`src/sled_pkg.sv`:
```
// Package for the string literal escape decoder.
// Holds the word types, mode and code constants shared by all modules.
// No dependencies.
`default_nettype none

package sled_pkg;

	// Input word: one source character or end of source
	typedef struct packed {
		logic [20:0] code_point;
		logic        end_of_input;
	} in_word_t;

	// Result word
	typedef struct packed {
		logic [1:0]  out_kind;
		logic [20:0] out_char;
		logic [1:0]  error_code;
		logic        newline_seen;
		logic        last;
	} out_word_t;

	// Decoder mode; the unused code is handled as normal text
	typedef enum logic [1:0] {
		MODE_NORMAL = 2'd0,
		MODE_ESC    = 2'd1,
		MODE_HEX    = 2'd2
	} mode_t;

	// Result kinds
	localparam logic [1:0] KIND_CHAR  = 2'd0;
	localparam logic [1:0] KIND_END   = 2'd1;
	localparam logic [1:0] KIND_ERROR = 2'd2;

	// Error codes
	localparam logic [1:0] ERR_NONE      = 2'd0;
	localparam logic [1:0] ERR_UNKNOWN   = 2'd1;
	localparam logic [1:0] ERR_BAD_HEX   = 2'd2;
	localparam logic [1:0] ERR_UNEXP_END = 2'd3;

	// Source characters of interest
	localparam logic [20:0] CH_QUOTE     = 21'h22;
	localparam logic [20:0] CH_APOS      = 21'h27;
	localparam logic [20:0] CH_BACKSLASH = 21'h5C;
	localparam logic [20:0] CH_LF        = 21'h0A;
	localparam logic [20:0] CH_ZERO      = 21'h30;
	localparam logic [20:0] CH_A_LOW     = 21'h61;
	localparam logic [20:0] CH_B_LOW     = 21'h62;
	localparam logic [20:0] CH_T_LOW     = 21'h74;
	localparam logic [20:0] CH_N_LOW     = 21'h6E;
	localparam logic [20:0] CH_V_LOW     = 21'h76;
	localparam logic [20:0] CH_F_LOW     = 21'h66;
	localparam logic [20:0] CH_R_LOW     = 21'h72;
	localparam logic [20:0] CH_U_LOW     = 21'h75;
	localparam logic [20:0] CH_U_UP      = 21'h55;

	// Control codes produced by escapes
	localparam logic [20:0] CODE_NUL = 21'h00;
	localparam logic [20:0] CODE_BEL = 21'h07;
	localparam logic [20:0] CODE_BS  = 21'h08;
	localparam logic [20:0] CODE_HT  = 21'h09;
	localparam logic [20:0] CODE_LF  = 21'h0A;
	localparam logic [20:0] CODE_VT  = 21'h0B;
	localparam logic [20:0] CODE_FF  = 21'h0C;
	localparam logic [20:0] CODE_CR  = 21'h0D;

	// Result queue depth
	localparam int RQ_DEPTH = 4;

	// Decoder output for one input word: up to two results
	typedef struct packed {
		out_word_t  r0;
		out_word_t  r1;
		logic [1:0] count;
	} dec_result_t;

endpackage

`default_nettype wire

```
`src/sled_decode.sv`:
```
// Decode step of the string literal escape decoder.
// Holds the mode, escape value and digit count; uses sled_pkg.
`default_nettype none

module sled_decode #(
	parameter int HEX_DIGITS = 5
) (
	input  wire                   clk,
	input  wire                   arst_n,
	input  sled_pkg::in_word_t    item,
	input  wire                   fire,
	output sled_pkg::dec_result_t res
);
	import sled_pkg::*;

	localparam int DCW = $clog2(HEX_DIGITS + 1);

	mode_t           mode_q, mode_d;
	logic [19:0]     escape_value_q, escape_value_d;
	logic [DCW-1:0]  digit_count_q, digit_count_d;

	logic [20:0]     c;
	logic [4:0]      hex_d;
	out_word_t       nres;
	logic            n_emit;
	logic            n_esc;

	assign c = item.code_point;

	// Hex digit value; bit 4 flags a non-digit
	always_comb begin
		if (c >= 21'h30 && c <= 21'h39) begin
			hex_d = {1'b0, c[3:0]};
		end else if ((c >= 21'h41 && c <= 21'h46) || (c >= 21'h61 && c <= 21'h66)) begin
			hex_d = {1'b0, c[3:0] + 4'd9};
		end else begin
			hex_d = 5'b10000;
		end
	end

	// Normal text handling of the current character
	always_comb begin
		nres   = '0;
		n_emit = 1'b1;
		n_esc  = 1'b0;
		if (c == CH_QUOTE) begin
			nres.out_kind = KIND_END;
		end else if (c == CH_BACKSLASH) begin
			n_emit = 1'b0;
			n_esc  = 1'b1;
		end else begin
			nres.out_kind     = KIND_CHAR;
			nres.out_char     = c;
			nres.newline_seen = (c == CH_LF);
		end
	end

	// Next state and results
	always_comb begin
		res            = '0;
		mode_d         = mode_q;
		escape_value_d = escape_value_q;
		digit_count_d  = digit_count_q;
		if (item.end_of_input) begin
			res.r0.out_kind   = KIND_ERROR;
			res.r0.error_code = ERR_UNEXP_END;
			res.count         = 2'd1;
			mode_d            = MODE_NORMAL;
		end else begin
			unique case (mode_q)
				MODE_ESC: begin
					mode_d    = MODE_NORMAL;
					res.count = 2'd1;
					res.r0.out_kind = KIND_CHAR;
					case (c) inside
						CH_APOS, CH_QUOTE, CH_BACKSLASH: res.r0.out_char = c;
						CH_ZERO:  res.r0.out_char = CODE_NUL;
						CH_A_LOW: res.r0.out_char = CODE_BEL;
						CH_B_LOW: res.r0.out_char = CODE_BS;
						CH_T_LOW: res.r0.out_char = CODE_HT;
						CH_N_LOW: res.r0.out_char = CODE_LF;
						CH_V_LOW: res.r0.out_char = CODE_VT;
						CH_F_LOW: res.r0.out_char = CODE_FF;
						CH_R_LOW: res.r0.out_char = CODE_CR;
						CH_U_LOW, CH_U_UP: begin
							res.count      = 2'd0;
							res.r0         = '0;
							mode_d         = MODE_HEX;
							escape_value_d = '0;
							digit_count_d  = '0;
						end
						default: begin
							res.r0.out_kind   = KIND_ERROR;
							res.r0.error_code = ERR_UNKNOWN;
						end
					endcase
				end
				MODE_HEX: begin
					if (digit_count_q >= DCW'(HEX_DIGITS)) begin
						// Emit the code, then treat the character as text
						res.r0.out_kind = KIND_CHAR;
						res.r0.out_char = {1'b0, escape_value_q};
						res.r1          = nres;
						res.count       = n_emit ? 2'd2 : 2'd1;
						mode_d          = n_esc ? MODE_ESC : MODE_NORMAL;
					end else if (hex_d[4]) begin
						res.r0.out_kind   = KIND_ERROR;
						res.r0.error_code = ERR_BAD_HEX;
						res.count         = 2'd1;
						mode_d            = MODE_NORMAL;
					end else begin
						escape_value_d = {escape_value_q[15:0], hex_d[3:0]};
						digit_count_d  = digit_count_q + DCW'(1);
					end
				end
				default: begin
					res.r0    = nres;
					res.count = n_emit ? 2'd1 : 2'd0;
					mode_d    = n_esc ? MODE_ESC : MODE_NORMAL;
				end
			endcase
		end
		// Mark the final result of this word
		if (res.count == 2'd1) begin
			res.r0.last = 1'b1;
		end
		if (res.count == 2'd2) begin
			res.r1.last = 1'b1;
		end
	end

	// Advance state when the word is consumed
	always_ff @(posedge clk or negedge arst_n) begin
		if (!arst_n) begin
			mode_q         <= MODE_NORMAL;
			escape_value_q <= '0;
			digit_count_q  <= '0;
		end else if (fire) begin
			mode_q         <= mode_d;
			escape_value_q <= escape_value_d;
			digit_count_q  <= digit_count_d;
		end
	end

	a_digit_bound: assert property (@(posedge clk) disable iff (!arst_n)
		digit_count_q <= DCW'(HEX_DIGITS))
		else $error("digit count beyond hex digit limit");

	a_end_to_normal: assert property (@(posedge clk) disable iff (!arst_n)
		fire && item.end_of_input |=> mode_q == MODE_NORMAL)
		else $error("end of input did not return to normal mode");

	a_two_only_hex: assert property (@(posedge clk) disable iff (!arst_n)
		res.count == 2'd2 |-> mode_q == MODE_HEX && !item.end_of_input)
		else $error("two results outside hex completion");

endmodule

`default_nettype wire

```
`src/sled_result_queue.sv`:
```
// Result queue of the string literal escape decoder.
// Takes up to two result words a cycle, hands out one; uses sled_pkg.
`default_nettype none

module sled_result_queue (
	input  wire                 clk,
	input  wire                 arst_n,
	input  sled_pkg::out_word_t w0,
	input  sled_pkg::out_word_t w1,
	input  wire  [1:0]          push,
	output logic                room2,
	output logic                out_valid,
	input  wire                 out_ready,
	output sled_pkg::out_word_t out_data
);
	import sled_pkg::*;

	localparam int PW = $clog2(RQ_DEPTH);
	localparam int CW = $clog2(RQ_DEPTH + 1);

	out_word_t      mem_q [RQ_DEPTH];
	logic [PW-1:0]  wr_q, rd_q;
	logic [CW-1:0]  cnt_q;
	logic           pop;

	assign out_valid = (cnt_q != '0);
	assign out_data  = mem_q[rd_q];
	assign pop       = out_valid && out_ready;
	assign room2     = (cnt_q <= CW'(RQ_DEPTH - 2));

	// Write incoming results
	always_ff @(posedge clk) begin
		if (push != 2'd0) begin
			mem_q[wr_q] <= w0;
		end
		if (push == 2'd2) begin
			mem_q[wr_q + PW'(1)] <= w1;
		end
	end

	// Advance pointers and fill count
	always_ff @(posedge clk or negedge arst_n) begin
		if (!arst_n) begin
			wr_q  <= '0;
			rd_q  <= '0;
			cnt_q <= '0;
		end else begin
			wr_q  <= wr_q + PW'(push);
			rd_q  <= rd_q + PW'(pop);
			cnt_q <= cnt_q + CW'(push) - CW'(pop);
		end
	end

	a_no_overflow: assert property (@(posedge clk) disable iff (!arst_n)
		push != 2'd0 |-> cnt_q + CW'(push) <= CW'(RQ_DEPTH))
		else $error("result queue overflow");

endmodule

`default_nettype wire

```
`src/string_literal_escape_decoder.sv`:
```
// String literal escape decoder: an input register feeds one decode step that can
// accept a new code point every cycle while the result queue has room. The word after
// the last digit of a Unicode escape can give two results, which leave the output
// channel one at a time; every other word gives zero or one result, so the sustained
// rate is one word per cycle while the output side keeps up, and is set by the single
// read port of the four-entry result queue. A word is taken from the input register
// only when the queue has room for two results. The first result of a word is
// registered in the input register and then in the result queue before it is valid.
// Uses sled_pkg, sled_decode and sled_result_queue.
`default_nettype none

module string_literal_escape_decoder #(
	parameter int HEX_DIGITS = 5
) (
	input  wire                 clk,
	input  wire                 arst_n,
	input  wire                 in_valid,
	output logic                in_ready,
	input  sled_pkg::in_word_t  in_data,
	output logic                out_valid,
	input  wire                 out_ready,
	output sled_pkg::out_word_t out_data
);
	import sled_pkg::*;

	in_word_t     item_s1;
	logic         valid_s1;
	logic         consume;
	logic         room2;
	dec_result_t  res;
	logic [1:0]   push;

	assign consume  = valid_s1 && room2;
	assign in_ready = !valid_s1 || consume;
	assign push     = consume ? res.count : 2'd0;

	// Hold the input word until decoded
	always_ff @(posedge clk or negedge arst_n) begin
		if (!arst_n) begin
			valid_s1 <= 1'b0;
		end else if (in_ready) begin
			valid_s1 <= in_valid;
		end
	end

	always_ff @(posedge clk) begin
		if (in_valid && in_ready) begin
			item_s1 <= in_data;
		end
	end

	sled_decode #(
		.HEX_DIGITS(HEX_DIGITS)
	) u_decode (
		.clk    (clk),
		.arst_n (arst_n),
		.item   (item_s1),
		.fire   (consume),
		.res    (res)
	);

	sled_result_queue u_queue (
		.clk       (clk),
		.arst_n    (arst_n),
		.w0        (res.r0),
		.w1        (res.r1),
		.push      (push),
		.room2     (room2),
		.out_valid (out_valid),
		.out_ready (out_ready),
		.out_data  (out_data)
	);

	a_hold_s1: assert property (@(posedge clk) disable iff (!arst_n)
		valid_s1 && !consume |=> valid_s1 && $stable(item_s1))
		else $error("input stage dropped a waiting word");

endmodule

`default_nettype wire

```
`config.mk`:
```
export PLATFORM = sky130hd
export DESIGN_NAME = string_literal_escape_decoder
export DESIGN_NICKNAME = d
export VERILOG_FILES = /design/src/sled_pkg.sv /design/src/sled_decode.sv /design/src/sled_result_queue.sv /design/src/string_literal_escape_decoder.sv
export SDC_FILE = /design/constraint.sdc
export NUM_CORES = 1
export LEC_CHECK = 0
export BUFFER_PORTS_ARGS = -buffer_cell sky130_fd_sc_hd__buf_2
export CAP_MARGIN = 20
export CORE_MARGIN = 4
export CORE_UTILIZATION = 53
export CTS_CLUSTER_SIZE = 12
export DETAILED_ROUTE_END_ITERATION = 16
export GPL_TIMING_DRIVEN = 1
export HOLD_SLACK_MARGIN = 0.02
export PLACE_DENSITY = 0.71
export SYNTH_ARGS = -nofsm -noshare
export SYNTH_HDL_FRONTEND = slang
export SYNTH_SLANG_ARGS = --single-unit
```
`constraint.sdc`:
```
create_clock -name clk -period 5.75 [get_ports clk]
set_input_delay 0.8625 -clock clk [delete_from_list [all_inputs] [get_ports clk]]
set_output_delay 0.8625 -clock clk [all_outputs]
set_load 0.01 [all_outputs]
```
==> impl_summary.md <==
Power and ir drop
The leakage dissipation is roughly 3.3 nW. Dividing total power by cell area gives a power density of around 430 mW/mm2. The worst-case IR drop observed on VDD is around 0.22 mV. The total design power is approximately 4.1 mW.

Placed design
The post-DP HPWL is around 16,000 um. In this run the cell area measured after placement is around 0.009 mm2. Timing analysis after detailed placement gives a worst setup slack of between 1 and 1.5 ns.

The congestion estimate from routability-driven global placement came to roughly 1.0. The count of input and output buffers is 54.

Timing
Adding up every negative setup slack in the final design gives 0 ns. The achievable frequency is around 220 MHz. The final worst-path setup slack is about 1.2 ns. Setup violations remaining at the end of the flow were counted as 0. The worst hold margin is 0.4695 ns. The number of pins with negative max-slew slack in the final report came to 0.

The worst clock skew is about 0.013 ns. In this run the tightest slew margin relative to its limit is 0.2861. The pin slew with the least headroom to its limit is around 1.1 ns.

The final-report hold violation count came to 0. The final critical path time including I/O delays and setup is between 4 and 5 ns. Setup repair after global routing left no endpoint under its margin. In the finished design, the share of the clock period the worst path needs comes to 0.7830.

Global route
After global routing the overflow that remains totals 0. The via count of the first global-routing pass is 6,266. The pin count of the biggest net entering global routing is 40. The wire length of the first global-routing pass is about 36,000 um. The number of antenna violations at the first check in global routing came to 0. Across every metal layer, demand over resource in global routing totals 0.2614.

Final layout
The final layout contains ~810 nets. Relative to the synthesized area, the layout overhead comes to 11.91%. The filler cells instantiated in the layout total ~1.3k. Of the cells placed in the final design, the portion with a size suffix greater than 1 is 0.2238. The number of inserted diodes is 0. After routing the design area is around 0.0096 mm2.

Die
The initial cell density of the core is 0.5403. The boundary pin count is 55. In this run the core area contains 46 standard-cell rows.

The die footprint is between 0.015 and 0.02 mm2. The die boundary width is about 140 um. Measured along the y axis, the die boundary spans around 140 um.

The area of the core is approximately 0.016 mm2.

Clock network
The number of buffers inserted by post-CTS setup repair is 0. The longest clock path from root to sink contains 2 buffers. TritonCTS built the clock tree.

The quantity of gates resized following cts is 0. The clock network latency to the later pin of the worst-skew pair is 0.43 ns. The H-tree depth is 4. The clock-pin transition on the worst setup and hold timing paths is around 0.060 ns. The count of clock tree sinks is 163. CTS placed an instance of sky130_fd_sc_hd__clkbuf_16 at the clock tree root.

For this design, the CTS-stage hold fixing added 0 buffers. The number of clock buffers inserted by TritonCTS is 17.

Routing
In the routed layout, each cell is associated on average with a via count of about 6.5. The count of routing violations after the opening detailed-route iteration is between 700 and 800. The detailed-route via count is between 6k and 7k. In the final routed layout, each cell accounts on average for roughly 23 um. The first detailed-routing pass ran for 6 iterations. The number of antenna-violating nets in the routed design is 0.

For this run, design rule violations remaining after detail routing come to 0. The routed wire length is 22,920 um.

Logic synthesis
The leading register cell type out of synthesis is sky130_fd_sc_hd__edfxtp_1. The synthesized netlist occupies a cell area of ~0.0086 mm2. Yosys mapped the design onto 78 distinct sky130hd cell types.

The share of flip-flops with an asynchronous set or reset after synthesis is 0.2025. The yosys synthesis warning count is 0. The post-synthesis average cell area is approximately 12 um2. After technology mapping, the gate count stands at around 730. The proportion of synthesized chip area in sequential cells is 0.5390.

Counting flops with a built-in enable in the synthesized netlist gives around 120. The synthesized design contains between 150 and 200 register bits. The post-synth net total is a little under 800.

Critical path
The slowest library cell on the worst path is sky130_fd_sc_hd__ha_1. The setup path with the least slack is of type reg -> reg. The largest single stage delay on the critical path is 0.99 ns. In this run the register-to-register setup slack is roughly 1.2 ns. The data arrival time of the worst path is 4.62 ns. The critical path goes through inv_1, ha_1, clkinv_1, o2111ai_1, nor2_1, nor2_2, nand3_1, nand2_1, buf_4. STA classifies the critical path endpoint as a flip-flop. The maximum net fanout on the critical path is 38. STA puts the critical path data required time at 5.87 ns. The worst setup path is launched from a flip-flop.

Run
The max-capacitance violation count is 0.

Min path
In this run the worst hold path is classified as reg -> reg.

Run status
The run finished with clean final reports.
## cells in the final DEF (no fill, tap or decap), drive strengths merged, types with 4 or more instances in the layout
master and count:
a31oi 4, nand4 5, a22oi 7, dfrtp 33
o21a 5, o31ai 6, and2 7, ha 13
xnor2 7, o22ai 63, nor2 36, or3 8
o2bb2ai 6, o21ai 49, nand2b 25, nand2 99
buf 70, clkinv 8, a221oi 4, nor4 10
a22o 6, dfxtp 12, edfxtp 118, nor3 8
nand3 12, mux4 27, clkbuf 17, a21oi 15
and3 6, or2 6, inv 26, a2bb2o 6
## worst paths after layout
| kind | startpoint | endpoint | cells after the start |
|---|---|---|---|
| setup / recovery | u_decode.mode_q[0]$_DFFE_PN0P_ | u_queue.mem_q[3][6]$_DFFE_PP_ | 9 |
| hold / removal | u_queue.mem_q[3][3]$_SDFFE_PP0N_ | u_queue.mem_q[3][3]$_SDFFE_PP0N_ | 2 |
| setup reg to reg | u_decode.mode_q[0]$_DFFE_PN0P_ | u_queue.mem_q[3][6]$_DFFE_PP_ | 9 |
| hold reg to reg | u_queue.mem_q[3][3]$_SDFFE_PP0N_ | u_queue.mem_q[3][3]$_SDFFE_PP0N_ | 2 |
| max in group asynchronous | arst_n | u_queue.rd_q[0]$_DFF_PN0_ | 1 |
| min in group asynchronous | arst_n | u_queue.cnt_q[0]$_DFF_PN0_ | 1 |
## synth_stat cells (7+ instances only)
| master | count | area [um2] |
|---|---|---|
| sky130_fd_sc_hd__o22ai_2 | 21 | 262.8 |
| sky130_fd_sc_hd__clkbuf_1 | 37 | 138.9 |
| sky130_fd_sc_hd__buf_6 | 7 | 78.83 |
| sky130_fd_sc_hd__xnor2_1 | 7 | 61.31 |
| sky130_fd_sc_hd__nand2b_1 | 25 | 156.4 |
| sky130_fd_sc_hd__o22ai_1 | 42 | 262.8 |
| sky130_fd_sc_hd__nor3_1 | 7 | 35.03 |
| sky130_fd_sc_hd__mux4_2 | 27 | 608.1 |
| sky130_fd_sc_hd__nor4_1 | 7 | 43.79 |
| sky130_fd_sc_hd__dfrtp_1 | 33 | 825.8 |
| sky130_fd_sc_hd__dfxtp_1 | 12 | 240.2 |
| sky130_fd_sc_hd__inv_1 | 20 | 75.07 |
| sky130_fd_sc_hd__edfxtp_1 | 118 | 3543 |
| sky130_fd_sc_hd__nand2_1 | 98 | 367.9 |
| sky130_fd_sc_hd__a22oi_1 | 7 | 52.55 |
| sky130_fd_sc_hd__nor2_1 | 35 | 131.4 |
| sky130_fd_sc_hd__o21ai_0 | 46 | 230.2 |
| sky130_fd_sc_hd__ha_1 | 13 | 162.7 |
| sky130_fd_sc_hd__a21oi_1 | 14 | 70.07 |
| sky130_fd_sc_hd__and2_1 | 7 | 43.79 |
| sky130_fd_sc_hd__nand3_1 | 12 | 60.06 |
| sky130_fd_sc_hd__or3_1 | 8 | 50.05 |
## metrics by stage
| stage | utilization | instances |
|---|---|---|
| floorplan | - | 731 |
| global placement | 0.5669 | 964 |
| detailed placement | 0.5669 | 964 |
| CTS | 0.6020 | 996 |
| global route | 0.6047 | 998 |
| finish | 0.6047 | 998 |
## sequential cells by signal (all words and copies together) (netlist names)
signal and flops:
u_decode.digit_count_q 3, u_queue.rd_q 2, u_decode.mode_q 2, u_decode.escape_value_q 20, u_queue.cnt_q 3, valid_s1 1, u_queue.mem_q 108, item_s1 22
u_queue.wr_q 2
## power by group
group          internal [mW]  total (mW)  switching, mW
clock                  0.599        1.08          0.478
sequential              1.57        1.78          0.212
combinational          0.578        1.29          0.710
## per-layer routing
metal | share of wire | GRT usage
met1 | 0.41 | 0.3687
met2 | 0.47 | 0.4113
met3 | 0.092 | 0.05775
met4 | 0.022 | 0.07783
met5 | 0 | 0
## logic make-up after synthesis
logic type,count (synthesis),synth area share
AO/OA/AOI/OAI,201,0.1721
XOR/XNOR,8,0.008193
adder cells (fa/ha/maj),14,0.02136
buffers and inverters,73,0.03862
flip-flops,163,0.5390
multiplexers,29,0.07359
AND/OR/NAND/NOR,243,0.1472
## area by class of cell
type / instances / area (um2) / share of cell area
multi-input combinational: 495 / 3633 / 0.3797
inverter: 22 / 82.58 / 0.008629
clock buffer: 17 / 425.4 / 0.04445
sequential: 163 / 4611 / 0.4818
timing repair buffer: 70 / 417.9 / 0.04367
tap: 216 / 270.3 / 0.02824
clock inverter: 15 / 130.1 / 0.01360
## critical path, delay by kind of cell, from the launching register on
family | cells | cell delay, ns
AOI/OAI and AO/OA | 1 | 0.30
and+or+nand+nor | 4 | 1.58
DFF | 1 | 0.37
buffers and inverters | 3 | 0.94
adders and majority gates | 1 | 0.99
Note: power is estimated with default switching activity, not from simulation.
